$ cat config.mk
export PLATFORM = sky130hd
export DESIGN_NAME = omre_cell
export DESIGN_NICKNAME = d
export VERILOG_FILES = /design/src/omre_pkg.sv /design/src/omre_cell.sv
export SDC_FILE = /design/constraint.sdc
export NUM_CORES = 1
export LEC_CHECK = 0
export BUFFER_PORTS_ARGS = -buffer_cell sky130_fd_sc_hd__buf_4
export CORE_ASPECT_RATIO = 1.25
export CORE_UTILIZATION = 45
export CTS_CLUSTER_DIAMETER = 60
export CTS_CLUSTER_SIZE = 40
export DETAILED_ROUTE_END_ITERATION = 6
export GPL_TIMING_DRIVEN = 0
export PLACE_DENSITY = 0.82
export SLEW_MARGIN = 20
export SYNTH_ARGS = -nofsm -noshare
export SYNTH_HDL_FRONTEND = slang
export SYNTH_SLANG_ARGS = --single-unit
$ cat constraint.sdc
create_clock -name i_clk -period 4.42 [get_ports i_clk]
set_input_delay 0 -clock i_clk [delete_from_list [all_inputs] [get_ports i_clk]]
set_output_delay 0 -clock i_clk [all_outputs]
set_load 0.05 [all_outputs]
$ cat src/omre_pkg.sv
// shared types, constants and codes for the ordered multiset rank engine
`default_nettype none

package omre_pkg;

    // store geometry
    localparam int CAPACITY    = 1024;
    localparam int VALUE_W     = 32;
    localparam int IDX_W       = (CAPACITY > 2) ? $clog2(CAPACITY) : 1;
    localparam int CNT_W       = $clog2(CAPACITY + 1);
    localparam int GROUP_SIZE  = (CAPACITY < 32) ? CAPACITY : 32;
    localparam int NUM_GROUPS  = (CAPACITY + GROUP_SIZE - 1) / GROUP_SIZE;
    localparam int PAD_CELLS   = NUM_GROUPS * GROUP_SIZE;
    localparam int GRP_CNT_W   = $clog2(GROUP_SIZE + 1);

    // command codes
    localparam logic [2:0] CMD_INSERT = 3'd0;
    localparam logic [2:0] CMD_DELETE = 3'd1;
    localparam logic [2:0] CMD_RANK   = 3'd2;
    localparam logic [2:0] CMD_AT     = 3'd3;
    localparam logic [2:0] CMD_PRED   = 3'd4;
    localparam logic [2:0] CMD_SUCC   = 3'd5;

    typedef logic signed [VALUE_W-1:0] t_value;

    typedef struct packed {
        logic [2:0]         cmd;
        logic signed [31:0] operand;
    } t_in_item;

    typedef struct packed {
        logic signed [31:0] answer;
        logic               found;
    } t_out_item;

    typedef enum logic [1:0] {
        ST_IDLE,
        ST_CMP,
        ST_GRP,
        ST_TOP
    } t_state;

    // broadcast to every cell
    typedef struct packed {
        logic [2:0]       cmd;
        logic             cmp_en;
        logic             ins_en;
        logic             del_en;
        t_value           x;
        logic [IDX_W-1:0] rank_idx;
        logic             rank_ok;
        logic [CNT_W-1:0] count;
    } t_cell_ctrl;

    // registered summary of one group of cells
    typedef struct packed {
        logic [GRP_CNT_W-1:0] cnt;
        logic                 hit;
        logic                 sel;
        t_value               value;
    } t_grp_sum;

endpackage

`default_nettype wire

$ cat src/omre_cell.sv
// one storage cell of the sorted chain: compare flags and neighbor shifting
`default_nettype none

module omre_cell (
    input  wire logic                      i_clk,
    input  wire logic [omre_pkg::IDX_W-1:0] i_index,
    input  wire omre_pkg::t_cell_ctrl      i_ctrl,
    input  wire logic                      i_left_le,
    input  wire logic                      i_left_lt,
    input  wire omre_pkg::t_value          i_left_value,
    input  wire logic                      i_right_lt,
    input  wire omre_pkg::t_value          i_right_value,
    output omre_pkg::t_value               o_value,
    output logic                           o_le,
    output logic                           o_lt,
    output logic                           o_sel,
    output logic                           o_hit
);

    omre_pkg::t_value r_value;
    logic             r_valid;
    logic             r_lt;
    logic             r_le;
    logic             r_eq;
    logic             r_rank;
    logic             valid;

    assign valid = omre_pkg::CNT_W'(i_index) < i_ctrl.count;

    always_ff @(posedge i_clk) begin
        if (i_ctrl.cmp_en) begin
            r_valid <= valid;
            r_lt    <= valid && (r_value < i_ctrl.x);
            r_le    <= valid && (r_value <= i_ctrl.x);
            r_eq    <= valid && (r_value == i_ctrl.x);
            r_rank  <= i_ctrl.rank_ok && (i_index == i_ctrl.rank_idx);
        end
        // insert opens a gap at the first cell above x
        if (i_ctrl.ins_en && !r_le) begin
            r_value <= i_left_le ? i_ctrl.x : i_left_value;
        end else if (i_ctrl.del_en && !r_lt) begin
            r_value <= i_right_value;
        end
    end

    always_comb begin
        case (i_ctrl.cmd)
            omre_pkg::CMD_PRED: o_sel = r_lt && !i_right_lt;
            omre_pkg::CMD_SUCC: o_sel = r_valid && !r_le && i_left_le;
            omre_pkg::CMD_AT:   o_sel = r_rank;
            default:            o_sel = 1'b0;
        endcase
    end

    assign o_hit   = r_eq && i_left_lt;
    assign o_value = r_value;
    assign o_le    = r_le;
    assign o_lt    = r_lt;

endmodule

`default_nettype wire

==> impl_metrics.ini <==
[critical_path]
cp_num_buf_inv = 0
cpMaxStageDelayCell = edfxtp_1
critPathLaunchType = flip-flop
critPathMaxStageDelay_ps = 410
worstPathRequired_ps = 4510
critPathCaptureType = flip-flop
crit_arrival_ps = 2470
path_max_fanout = 2
path_cells = ha_1, a21oi_1, o21ai_0, a221o_1, o31ai_1, nor2b_1, a2111oi_2
worst-path-stages = 7
critPathKind = flip-flop to flip-flop
reg2reg_depth = 7
cpLargestDelayFamily = compound AO/OA/AOI/OAI gates

[sta]
max_freq_ghz = 0.421
setup_tns_ps = 0
period_share_pct = 53.8
finalWorstSetupSlack_ps = 2040
finalSetupViolations = 0
final_hold_viol_count = 0
layout_min_cycle_time_ps = 2380
rsz0062_at_grt = false
finalClockSkew_ps = 5.02
worst_slew_pin_slew_ps = 596
slew_headroom_pct = 60.1
slew_viol_final = 0

[die]
die_y_um = 93.6
ios = 174
core-area_mm2 = 0.00652
rows = 33
die_area_mm2 = 0.00704
start_util_pct = 46.3
dieWidth_um = 75.2

[synthesis]
synth_area_per_cell_um2 = 9.37
ys_ff_latch = 37
syn-instance-count = 322
synth_nets = 501
ys_seq_area_share_pct = 36.8
yosysWarnings = 0
synthDistinctLibCells = 33
synth_area_mm2 = 0.00302

[finish]
n_antenna_cell = 0
drive_gt1_share_pct = 36.2
fin_nets = 700
fillers = 529
area_growth_pct = 56.7

[cts]
cts_resized = 0
root_buffer = clkbuf_8
cts.clk_slew.worst_paths_ps = 80
clock-sinks = 37
clock_path_buffers = 2
numCtsBuffers = 5
clk_latency_ps = 280
htreeDepth = 2
cts_setup_buffers = 0
cts_tree = yes

[power]
p_sw_uw = 551
pwr-share-seq_pct = 35.6
pwr-share-clk_pct = 16.5
cell_internal_pwr_uw = 841
netSwitchingFraction_pct = 39.6
peakVddDrop_uv = 150
p_leak_nw = 2.39
pwr-share-comb_pct = 47.9
p_per_area_mw_per_mm2 = 294

[grt]
grt_pass1_wl_mm = 13.9
grt_pass1_vias = 3204
grt_busiest_layer = met2
antenna_found_initial = 0
grt_util_met1_pct = 26.0
use_met2_pct = 53.1
use_met3_pct = 4.96
overflow = 0
track_usage_pct = 26.6
grt_max_degree = 19

[worst_hold_path]
hold_class = primary input to flip-flop
holdPathStages = 3

[drt]
antenna_left = 0
route.detailed.drc = 0
drt_iter0_drc = 101
wl_mm = 9.13
wl_per_cell_um = 15.0
drt-pass1-iter-count = 4
dr_total_vias = 3122
routed_via_density = 5.13

[job]
cap_violations = 0

[place]
gp_congestion = 0.810
post-place-ws_ps = 2030
port_buffers = 172
dpl.hpwl_mm = 7.35

[run_status]
outcome = completed
[stage by stage]
step / instance area [µm²] / instances / util, % / hold WS, ps / power [mW]
after floorplan: 3020 / 322 / - / 112 / 0.894
after global placement: 4420 / 581 / 67.7 / 248 / 1.13
after detailed placement: 4460 / 582 / 68.3 / 259 / 1.16
after CTS: 4730 / 609 / 72.5 / 0.557 / 1.40
after global routing: 4730 / 609 / 72.5 / 1.92 / 1.47
final: 4730 / 609 / 72.5 / 4.40 / 1.39
[cells by family (layout without fill, tap and decap cells)]
| kind of cell | after synthesis | in the layout | share of synthesized area (%) |
|---|---|---|---|
| AO/OA/AOI/OAI | 70 | 70 | 13.0 |
| multiplexers | 32 | 32 | 10.6 |
| XOR/XNOR | 10 | 10 | 2.90 |
| buffers and inverters | 54 | 254 | 6.84 |
| flip-flops | 37 | 37 | 36.8 |
| AND/OR/NAND/NOR | 78 | 78 | 12.9 |
| adder cells (fa/ha/maj) | 41 | 41 | 17.0 |
[synth_stat cells (all sizes together)]
| cell | number | area, µm² |
|---|---|---|
| nor4 | 2 | 18.8 |
| nand3 | 6 | 30.0 |
| mux2i | 32 | 320 |
| clkbuf | 8 | 30.0 |
| nand2 | 42 | 158 |
| and4 | 1 | 8.76 |
| o21ai | 39 | 195 |
| nor4bb | 1 | 10.0 |
| nand2b | 3 | 18.8 |
| a21oi | 21 | 109 |
| o31ai | 1 | 7.51 |
| o2111ai | 1 | 8.76 |
| o211ai | 1 | 7.51 |
| a21boi | 2 | 15.0 |
| a221o | 1 | 10.0 |
| nor3 | 3 | 15.0 |
| inv | 43 | 161 |
| and2 | 1 | 6.26 |
| a21o | 2 | 15.0 |
| xnor2 | 10 | 87.6 |
| nand4b | 1 | 8.76 |
| nor2b | 2 | 12.5 |
| edfxtp | 37 | 1110 |
| a2111oi | 2 | 23.8 |
| nand4 | 12 | 81.3 |
| buf | 3 | 15.0 |
| or3b | 1 | 8.76 |
| nor2 | 3 | 11.3 |
| ha | 41 | 513 |
[power groups by stage]
| stage | Sequential (mW) | Clock (mW) | Combinational [mW] |
|---|---|---|---|
| 2_1_floorplan | 0.678 | 0 | 0.216 |
| 3_3_place_gp | 0.506 | 0 | 0.627 |
| 3_5_place_dp | 0.503 | 0 | 0.656 |
| 4_1_cts | 0.496 | 0.237 | 0.670 |
| 5_1_grt | 0.502 | 0.251 | 0.721 |
| 6_report | 0.496 | 0.230 | 0.667 |
[worst register-to-register path, stage by stage (launching register included)]
cell	delay (ps)
edfxtp_1	410
ha_1	320
a21oi_1	150
o21ai_0	120
a221o_1	360
o31ai_1	360
nor2b_1	110
a2111oi_2	350
[state kept, by name (all words and copies together) (netlist names)]
signal   count
o_lt         1
o_le         1
r_valid      1
o_value     32
r_eq         1
r_rank       1
[routing by layer]
layer | part of all wire, % | vias to the layer above | wire (µm)
li1 | - | 1549 | -
met1 | 37 | 1417 | 3380
met2 | 54 | 139 | 4900
met3 | 7.2 | 17 | 658
met4 | 2.1 | 0 | 194
met5 | 0 | - | 0
[cell usage in the layout (no fill, tap or decap), types with 3 or more instances in the layout]
cell,n
xnor2_1,10
edfxtp_1,37
a21oi_1,20
o21ai_0,38
ha_1,41
buf_2,3
nand3_1,6
nand4_1,11
nor2_1,3
clkbuf_8,5
dlygate4sd3_1,19
buf_4,172
inv_1,43
nand2_1,42
nor3_1,3
clkbuf_1,9
nand2b_1,3
mux2i_1,32
[final cells by class]
class / count / area [µm²] / area share, %
Multi-Input combinational cell: 231 / 1710 / 36.2
Inverter: 43 / 161 / 3.41
Buffer: 11 / 45.0 / 0.952
Sequential cell: 37 / 1110 / 23.5
Clock inverter: 2 / 10.0 / 0.212
Timing Repair Buffer: 192 / 1510 / 31.9
Clock buffer: 6 / 72.6 / 1.53
Tap cell: 87 / 109 / 2.30
[path summary, 6_finish.rpt]
check	from	endpoint	slack, ps
max	o_value[5]$_DFFE_PP_	o_le$_DFFE_PP_	2040
min	i_right_value[26]	o_value[26]$_DFFE_PP_	4
max reg2reg	o_value[5]$_DFFE_PP_	o_le$_DFFE_PP_	2040
min reg2reg	o_lt$_DFFE_PP_	o_value[6]$_DFFE_PP_	900
[what timing repair did]
action / in CTS / in global routing
hold buffers: 19 / 0
endpoints found under the hold margin: 23 / 0
endpoints found under the setup margin: 0 / 0
Note: power is estimated with default switching activity, not from simulation.
