<file path="src/omre_pkg.sv">
// shared types, constants and codes for the ordered multiset rank engine
`default_nettype none

package omre_pkg;

    // store geometry
    localparam int CAPACITY    = 1024;
    localparam int VALUE_W     = 32;
    localparam int IDX_W       = (CAPACITY > 2) ? $clog2(CAPACITY) : 1;
    localparam int CNT_W       = $clog2(CAPACITY + 1);
    localparam int GROUP_SIZE  = (CAPACITY < 32) ? CAPACITY : 32;
    localparam int NUM_GROUPS  = (CAPACITY + GROUP_SIZE - 1) / GROUP_SIZE;
    localparam int PAD_CELLS   = NUM_GROUPS * GROUP_SIZE;
    localparam int GRP_CNT_W   = $clog2(GROUP_SIZE + 1);

    // command codes
    localparam logic [2:0] CMD_INSERT = 3'd0;
    localparam logic [2:0] CMD_DELETE = 3'd1;
    localparam logic [2:0] CMD_RANK   = 3'd2;
    localparam logic [2:0] CMD_AT     = 3'd3;
    localparam logic [2:0] CMD_PRED   = 3'd4;
    localparam logic [2:0] CMD_SUCC   = 3'd5;

    typedef logic signed [VALUE_W-1:0] t_value;

    typedef struct packed {
        logic [2:0]         cmd;
        logic signed [31:0] operand;
    } t_in_item;

    typedef struct packed {
        logic signed [31:0] answer;
        logic               found;
    } t_out_item;

    typedef enum logic [1:0] {
        ST_IDLE,
        ST_CMP,
        ST_GRP,
        ST_TOP
    } t_state;

    // broadcast to every cell
    typedef struct packed {
        logic [2:0]       cmd;
        logic             cmp_en;
        logic             ins_en;
        logic             del_en;
        t_value           x;
        logic [IDX_W-1:0] rank_idx;
        logic             rank_ok;
        logic [CNT_W-1:0] count;
    } t_cell_ctrl;

    // registered summary of one group of cells
    typedef struct packed {
        logic [GRP_CNT_W-1:0] cnt;
        logic                 hit;
        logic                 sel;
        t_value               value;
    } t_grp_sum;

endpackage

`default_nettype wire

</file>
<file path="src/omre_group.sv">
// registered reduction over one group of cells: count, hit and selected value
`default_nettype none

module omre_group (
    input  wire logic             i_clk,
    input  wire logic             i_lt    [omre_pkg::GROUP_SIZE],
    input  wire logic             i_hit   [omre_pkg::GROUP_SIZE],
    input  wire logic             i_sel   [omre_pkg::GROUP_SIZE],
    input  wire omre_pkg::t_value i_value [omre_pkg::GROUP_SIZE],
    output omre_pkg::t_grp_sum    o_sum
);

    omre_pkg::t_grp_sum r_sum;
    omre_pkg::t_grp_sum n_sum;

    always_comb begin
        n_sum = '0;
        for (int j = 0; j < omre_pkg::GROUP_SIZE; j++) begin
            n_sum.cnt = n_sum.cnt + omre_pkg::GRP_CNT_W'(i_lt[j]);
            n_sum.hit = n_sum.hit | i_hit[j];
            n_sum.sel = n_sum.sel | i_sel[j];
            if (i_sel[j]) begin
                n_sum.value = n_sum.value | i_value[j];
            end
        end
    end

    always_ff @(posedge i_clk) begin
        r_sum <= n_sum;
    end

    assign o_sum = r_sum;

endmodule

`default_nettype wire

</file>
<file path="config.mk">
export PLATFORM = sky130hd
export DESIGN_NAME = omre_group
export DESIGN_NICKNAME = d
export VERILOG_FILES = /design/src/omre_pkg.sv /design/src/omre_group.sv
export SDC_FILE = /design/constraint.sdc
export NUM_CORES = 1
export LEC_CHECK = 0
export BUFFER_PORTS_ARGS = -buffer_cell sky130_fd_sc_hd__buf_2
export CORE_AREA = 3 3 448 450
export DETAILED_ROUTE_END_ITERATION = 7
export DIE_AREA = 0 0 451 453
export GPL_ROUTABILITY_DRIVEN = 1
export MAX_ROUTING_LAYER = met4
export SYNTH_ARGS = -nofsm -noshare
export SYNTH_HDL_FRONTEND = slang
export SYNTH_SLANG_ARGS = --single-unit
</file>
<file path="constraint.sdc">
create_clock -name i_clk -period 12.6 [get_ports i_clk]
set_clock_uncertainty 0.05 [all_clocks]
set_input_delay 1.26 -clock i_clk [delete_from_list [all_inputs] [get_ports i_clk]]
set_output_delay 1.26 -clock i_clk [all_outputs]
set_load 0.02 [all_outputs]
</file>
==> impl_metrics.env, run 1 <==
export IMPL_outcome="finished clean"
export IMPL_cts_setup_buffers=0
export IMPL_ant_nets=0
export IMPL_syn_nets=2090
export IMPL_post_drt_via_cell_ratio=3.43
export IMPL_layout_setup_ws_ns=7.20
export IMPL_ys_ff_latch=40
export IMPL_nets=3163
export IMPL_antenna_found_initial=501
export IMPL_cts_tree="done"
export IMPL_hpwl_um=205000
export IMPL_rows=163
export IMPL_met2_usage_pct=35.6
export IMPL_power_density_nw_per_um2=67.7
export IMPL_total_power_mw=1.15
export IMPL_cp_max_fo=2
export IMPL_arrival_ns=5.60
export IMPL_synthCells=938
export IMPL_die_w_um=451
export IMPL_dieHeight_um=453
export IMPL_hold_depth=2
export IMPL_rsz0062_at_grt="no"
export IMPL_die_area_um2=204000
export IMPL_yosysSeqAreaShare_pct=10.7
export IMPL_first_pass_iters=5
export IMPL_drv_slew=0
export IMPL_placed_area_um2=16000
export IMPL_crit_chain="buf_2, fa_1, inv_1, fa_1, inv_1, fa_1, fa_1, fa_1, inv_1, fa_1, inv_1, ha_1, inv_1, fa_1, inv_1, a21o_1, a21oi_1, xnor2_1"
export IMPL_grt_ovfl_total=0
export IMPL_drive_gt1_share_pct=59.8
export IMPL_track_usage_pct=21.6
export IMPL_hold_viol_final=0
export IMPL_worst_setup_path_start_kind="input port"
export IMPL_fin_setup_tns_ns=0
export IMPL_largest_reg_flops=40
export IMPL_met1_usage_pct=22.1
export IMPL_numCtsBuffers=5
export IMPL_crit_buf_inv=7
export IMPL_wl_um=225000
export IMPL_grt_use_met3_pct=11.0
export IMPL_crit_slowest_cell="fa_1"
export IMPL_fillerInstances=23496
export IMPL_design_core_area_um2=197000
export IMPL_worst_ep_required_time_ns=12.80
export IMPL_period_minus_slack_ns=5.40
export IMPL_post_route_period_util_pct=42.9
export IMPL_drt_iter0_markers=2460
export IMPL_hold_class="input port to flip-flop"
export IMPL_pre_cts_slack_ns=6.84
export IMPL_area_delta_synth_final_pct=126
export IMPL_initial_utilization_pct=3.81
export IMPL_cts_buffer_depth=2
export IMPL_fin_area_um2=17000
export IMPL_relSlewSlack_pct=25.1
export IMPL_grt_busiest_layer="met2"
export IMPL_endpoint_kind="flip-flop"
export IMPL_drc=0
export IMPL_syn_cell_area_um2=7510
export IMPL_crit_path_max_incr_delay_ns=0.55
export IMPL_ir_drop_mv=0.0870
export IMPL_maxCapViolations=0
export IMPL_min_to="o_sum[34]"
export IMPL_fmax_mhz=185
export IMPL_cts_sinks=40
export IMPL_worstSetupPathType="input port to flip-flop"
export IMPL_yosysWarnings=0
export IMPL_grt_pass1_vias=14798
export IMPL_htree_levels=2
export IMPL_crit_family="adder cells"
export IMPL_tightest_slew_ns=1.12
export IMPL_via_count=17065
export IMPL_synthDistinctLibCells=18
export IMPL_root_buffer="clkbuf_16"
export IMPL_syn_avg_cell_area_um2=8.00
export IMPL_grt_max_degree=34
export IMPL_cts_repair_resized=0
export IMPL_min_from="i_lt[2]"
export IMPL_leakage_nw=6.98
export IMPL_finalSetupViolations=0
export IMPL_globalplace_congestion=1.06
export IMPL_path_clk_slew_ns=0.08
export IMPL_wl_per_cell_um=45.2
export IMPL_grt_pass1_wl_um=255000
export IMPL_postCtsHoldBufs=0
export IMPL_io_pins=1161
export IMPL_crit_top_cell="fa_1"
export IMPL_port_buffers=1160
==> layer usage <==
metal | vias to the layer above | share of wire [%]
met1 | 8054 | 34
li1 | 6663 | -
met2 | 1823 | 47
met3 | 525 | 14
met4 | 0 | 4.8
met5 | - | 0
==> Yosys cell counts <==
cell type | instances | area, um^2
ha_1 | 7 | 87.6
dfxtp_1 | 40 | 801
or4_1 | 32 | 240
nand4_1 | 132 | 826
clkbuf_1 | 37 | 139
nand2_1 | 2 | 7.51
o21ai_0 | 1 | 5.00
fa_1 | 24 | 480
or2_2 | 1 | 6.26
a21oi_1 | 2 | 10.0
a22oi_1 | 512 | 3840
inv_1 | 35 | 131
or2_1 | 1 | 6.26
xnor2_1 | 3 | 26.3
a21o_1 | 2 | 15.0
buf_6 | 52 | 586
buf_2 | 39 | 195
nor4_1 | 16 | 100
==> placed cells by master (no fill, tap or decap) <==
| master | instances |
|---|---|
| o21ai_0 | 1 |
| a21oi_1 | 2 |
| nand4_1 | 132 |
| or2_2 | 1 |
| xnor2_1 | 3 |
| dfxtp_1 | 40 |
| or2_1 | 1 |
| or4_1 | 32 |
| diode_2 | 329 |
| nor4_1 | 16 |
| nand2_1 | 2 |
| inv_1 | 35 |
| a21o_1 | 2 |
| bufinv_16 | 1 |
| clkbuf_8 | 2 |
| clkbuf_16 | 5 |
| fa_1 | 24 |
| a22oi_1 | 512 |
| buf_2 | 1152 |
| ha_1 | 7 |
| buf_4 | 42 |
==> how the worst max path moves through the flow <==
stage	from	endpoint	slack (ns)	depth (start not counted)
floorplan	i_lt[23]	o_sum[38]	7.19	17
global placement	i_lt[11]	o_sum[38]	6.82	18
detailed placement	i_lt[11]	o_sum[38]	6.84	18
CTS	i_lt[11]	o_sum[38]	7.26	18
global route	i_lt[11]	o_sum[38]	7.10	18
finish	i_lt[11]	o_sum[38]	7.20	18
==> power breakdown <==
| group | leakage (nW) | internal [mW] | switching, mW |
|---|---|---|---|
| sequential | 0.326 | 0.142 | 0.00421 |
| clock | 0.0922 | 0.106 | 0.105 |
| combinational | 6.56 | 0.327 | 0.466 |
| total | 6.98 | 0.575 | 0.574 |
==> final cells by class <==
cell class / instances / area (um^2) / area share, %
multi-input combinational: 735 / 5650 / 33.3
clock inverter: 1 / 30.0 / 0.177
inverter: 35 / 131 / 0.774
timing repair buffer: 1194 / 6080 / 35.8
tap: 2640 / 3300 / 19.5
sequential: 40 / 801 / 4.72
clock buffer: 7 / 153 / 0.899
antenna: 329 / 823 / 4.85
==> through the flow <==
| stage | util [%] | cells | hold slack (ns) |
|---|---|---|---|
| finish | 8.62 | 4981 | 1.10 |
| CTS | 8.20 | 4652 | 1.05 |
| detailed placement | 8.11 | 4644 | 1.46 |
| floorplan | - | 938 | 1.34 |
| global placement | 8.11 | 4644 | 1.46 |
| global route | 8.56 | 4936 | 1.07 |
==> cells by family (layout without fill, tap and decap cells) <==
family	Yosys count	in the layout	share of synthesized area [%]
xor gates and xnor gates	3	3	0.350
and+or+nand+nor	184	184	15.8
other	0	329	0
adders and majority gates	31	31	7.57
DFF	40	40	10.7
AOI/OAI and AO/OA	517	517	51.6
buffers and inverters	163	1237	14.0
No activity file was read; power rests on OpenSTA's default activity.
==> run 2: changes to the inputs <==
--- a/config.mk
+++ b/config.mk
@@ -6,9 +6,9 @@
 export NUM_CORES = 1
 export LEC_CHECK = 0
 export BUFFER_PORTS_ARGS = -buffer_cell sky130_fd_sc_hd__buf_2
-export CORE_AREA = 3 3 448 450
+export CORE_AREA = 3 3 447 449
 export DETAILED_ROUTE_END_ITERATION = 7
-export DIE_AREA = 0 0 451 453
+export DIE_AREA = 0 0 450 452
 export GPL_ROUTABILITY_DRIVEN = 1
 export MAX_ROUTING_LAYER = met4
 export SYNTH_ARGS = -nofsm -noshare
==> constraint.sdc (replaced) <==
create_clock -name i_clk -period 4.8 [get_ports i_clk]
set_clock_uncertainty 0.05 [all_clocks]
set_input_delay 0.48 -clock i_clk [delete_from_list [all_inputs] [get_ports i_clk]]
set_output_delay 0.48 -clock i_clk [all_outputs]
set_load 0.02 [all_outputs]
==> run 2 against run 1 <==
  * Combinational power grew to 2.7 times the previous value
  * Sequential share of layout area is essentially flat
  * Global-route usage is essentially flat
  * Critical path type unchanged
  * Highest routed layer unchanged
==> impl_metrics.env, run 2 (synthesis gave the netlist of run 1 again) <==
export IMPL_leakage_nw=6.96
export IMPL_path_clk_slew_ns=0.09
export IMPL_maxCapViolations=0
export IMPL_fin_setup_tns_ns=0
export IMPL_worst_setup_path_start_kind="input port"
export IMPL_outcome="finished clean"
export IMPL_cts_repair_resized=0
export IMPL_p_int_mw=1.48
export IMPL_cts_tree="done"
export IMPL_first_pass_iters=7
export IMPL_p_sw_share_pct=50.9
export IMPL_nets=3164
export IMPL_rsz0062_at_grt="no"
export IMPL_hold_viol_final=0
export IMPL_root_buffer="clkbuf_16"
export IMPL_drc=0
export IMPL_arrival_ns=4.80
export IMPL_via_count=17283
export IMPL_post_route_period_util_pct=95.6
export IMPL_grt_use_met3_pct=10.8
export IMPL_area_delta_synth_final_pct=124
export IMPL_crit_end="o_sum[38]"
export IMPL_grt_max_degree=34
export IMPL_grt_busiest_layer="met2"
export IMPL_hold_class="input port to flip-flop"
export IMPL_power_density_nw_per_um2=178
export IMPL_post_drt_via_cell_ratio=3.49
export IMPL_wl_per_cell_um=45.1
export IMPL_hpwl_um=203000
export IMPL_numCtsBuffers=5
export IMPL_cts_setup_buffers=0
export IMPL_design_core_area_um2=197000
export IMPL_cts_sinks=40
export IMPL_endpoint_kind="flip-flop"
export IMPL_track_usage_pct=21.5
export IMPL_tightest_slew_ns=1.34
export IMPL_largest_reg_flops=40
export IMPL_drv_slew=0
export IMPL_pwr_share_seq_pct=13.0
export IMPL_die_area_um2=203000
export IMPL_antenna_found_initial=487
export IMPL_clockPowerShare_pct=16.3
export IMPL_htree_levels=2
export IMPL_period_minus_slack_ns=4.59
export IMPL_drt_iter0_markers=2656
export IMPL_cts_buffer_depth=2
export IMPL_met2_usage_pct=35.3
export IMPL_grt_pass1_vias=15167
export IMPL_drive_gt1_share_pct=59.8
export IMPL_grt_pass1_wl_um=254000
export IMPL_postCtsHoldBufs=0
export IMPL_pwr_share_comb_pct=70.7
export IMPL_rows=163
export IMPL_final_common_cell="buf_2"
export IMPL_finalSetupViolations=0
export IMPL_fillerInstances=23476
export IMPL_cp_max_fo=2
export IMPL_crit_start="i_lt[23]"
export IMPL_fin_util_pct=8.57
export IMPL_worst_ep_required_time_ns=5.01
export IMPL_final_cell_mix="buf_2, a22oi_1, nand4_1, dfxtp_1"
export IMPL_ant_nets=0
export IMPL_initial_utilization_pct=3.82
export IMPL_port_buffers=1160
export IMPL_dieHeight_um=452
export IMPL_switchingPower_mw=1.53
export IMPL_met1_usage_pct=21.7
export IMPL_io_pins=1161
export IMPL_grt_ovfl_total=0
export IMPL_die_w_um=450
export IMPL_worstSetupPathType="input port to flip-flop"
export IMPL_relSlewSlack_pct=10.7
export IMPL_globalplace_congestion=1.06
export IMPL_wl_um=223000
export IMPL_fmax_mhz=218
export IMPL_ir_drop_mv=0.244
-- run 2: critical path, stage by stage --
cell,delay [ns]
buf_2,0.11
fa_1,0.51
fa_1,0.52
inv_1,0.05
fa_1,0.50
inv_1,0.06
fa_1,0.46
fa_1,0.50
inv_1,0.05
fa_1,0.42
inv_1,0.07
ha_1,0.16
inv_1,0.07
fa_1,0.44
inv_1,0.07
a21o_1,0.11
a21oi_1,0.07
xnor2_1,0.12
-- run 2: power groups by stage --
stage                     registers [mW]  logic [mW]  clock network [mW]
final                              0.389        2.12               0.491
after global routing               0.390        2.31               0.513
after CTS                          0.389        2.11               0.519
after detailed placement           0.395        2.10                   0
after global placement             0.396        2.09                   0
after floorplan                    0.419       0.959                   0
-- run 2: cell type report --
cell class / instances / area (um^2) / area share [%]
repair buffers: 1195 / 6070 / 36.0
multi-input cells: 735 / 5650 / 33.6
well taps: 2640 / 3300 / 19.6
flip-flops and latches: 40 / 801 / 4.75
diodes: 294 / 736 / 4.37
clock buffers: 7 / 143 / 0.847
inverters: 35 / 131 / 0.780
clock inverters: 1 / 7.51 / 0.0446
-- run 2: worst min-delay path by stage --
stage              from   endpoint  cells past startpoint  slack [ns]
2_1_floorplan   i_lt[2]  o_sum[34]                      1        0.56
3_3_place_gp    i_lt[2]  o_sum[34]                      2        0.71
3_5_place_dp    i_lt[2]  o_sum[34]                      2        0.71
4_1_cts        i_hit[8]  o_sum[33]                      4        0.30
5_1_grt         i_lt[2]  o_sum[34]                      2        0.32
6_report        i_lt[2]  o_sum[34]                      2        0.34
-- run 2: through the flow --
| step | setup WS (ns) | hold slack [ns] | area, um^2 | std cells | total power, mW |
|---|---|---|---|---|---|
| floorplan | 0.165 | 0.560 | 7510 | 938 | 1.38 |
| global placement | -0.161 | 0.713 | 16000 | 4645 | 2.49 |
| detailed placement | -0.211 | 0.708 | 16000 | 4645 | 2.50 |
| CTS | 0.233 | 0.297 | 16100 | 4653 | 3.02 |
| global route | 0.0209 | 0.321 | 16700 | 4909 | 3.21 |
| finish | 0.211 | 0.337 | 16800 | 4947 | 3.01 |
-- run 2: per-layer routing --
metal	vias to the layer above	share of wire [%]	wire [um]
li1	6619	-	-
met1	8146	35	77300
met2	1911	47	106000
met3	607	13	28600
met4	0	5.2	11700
met5	-	0	0
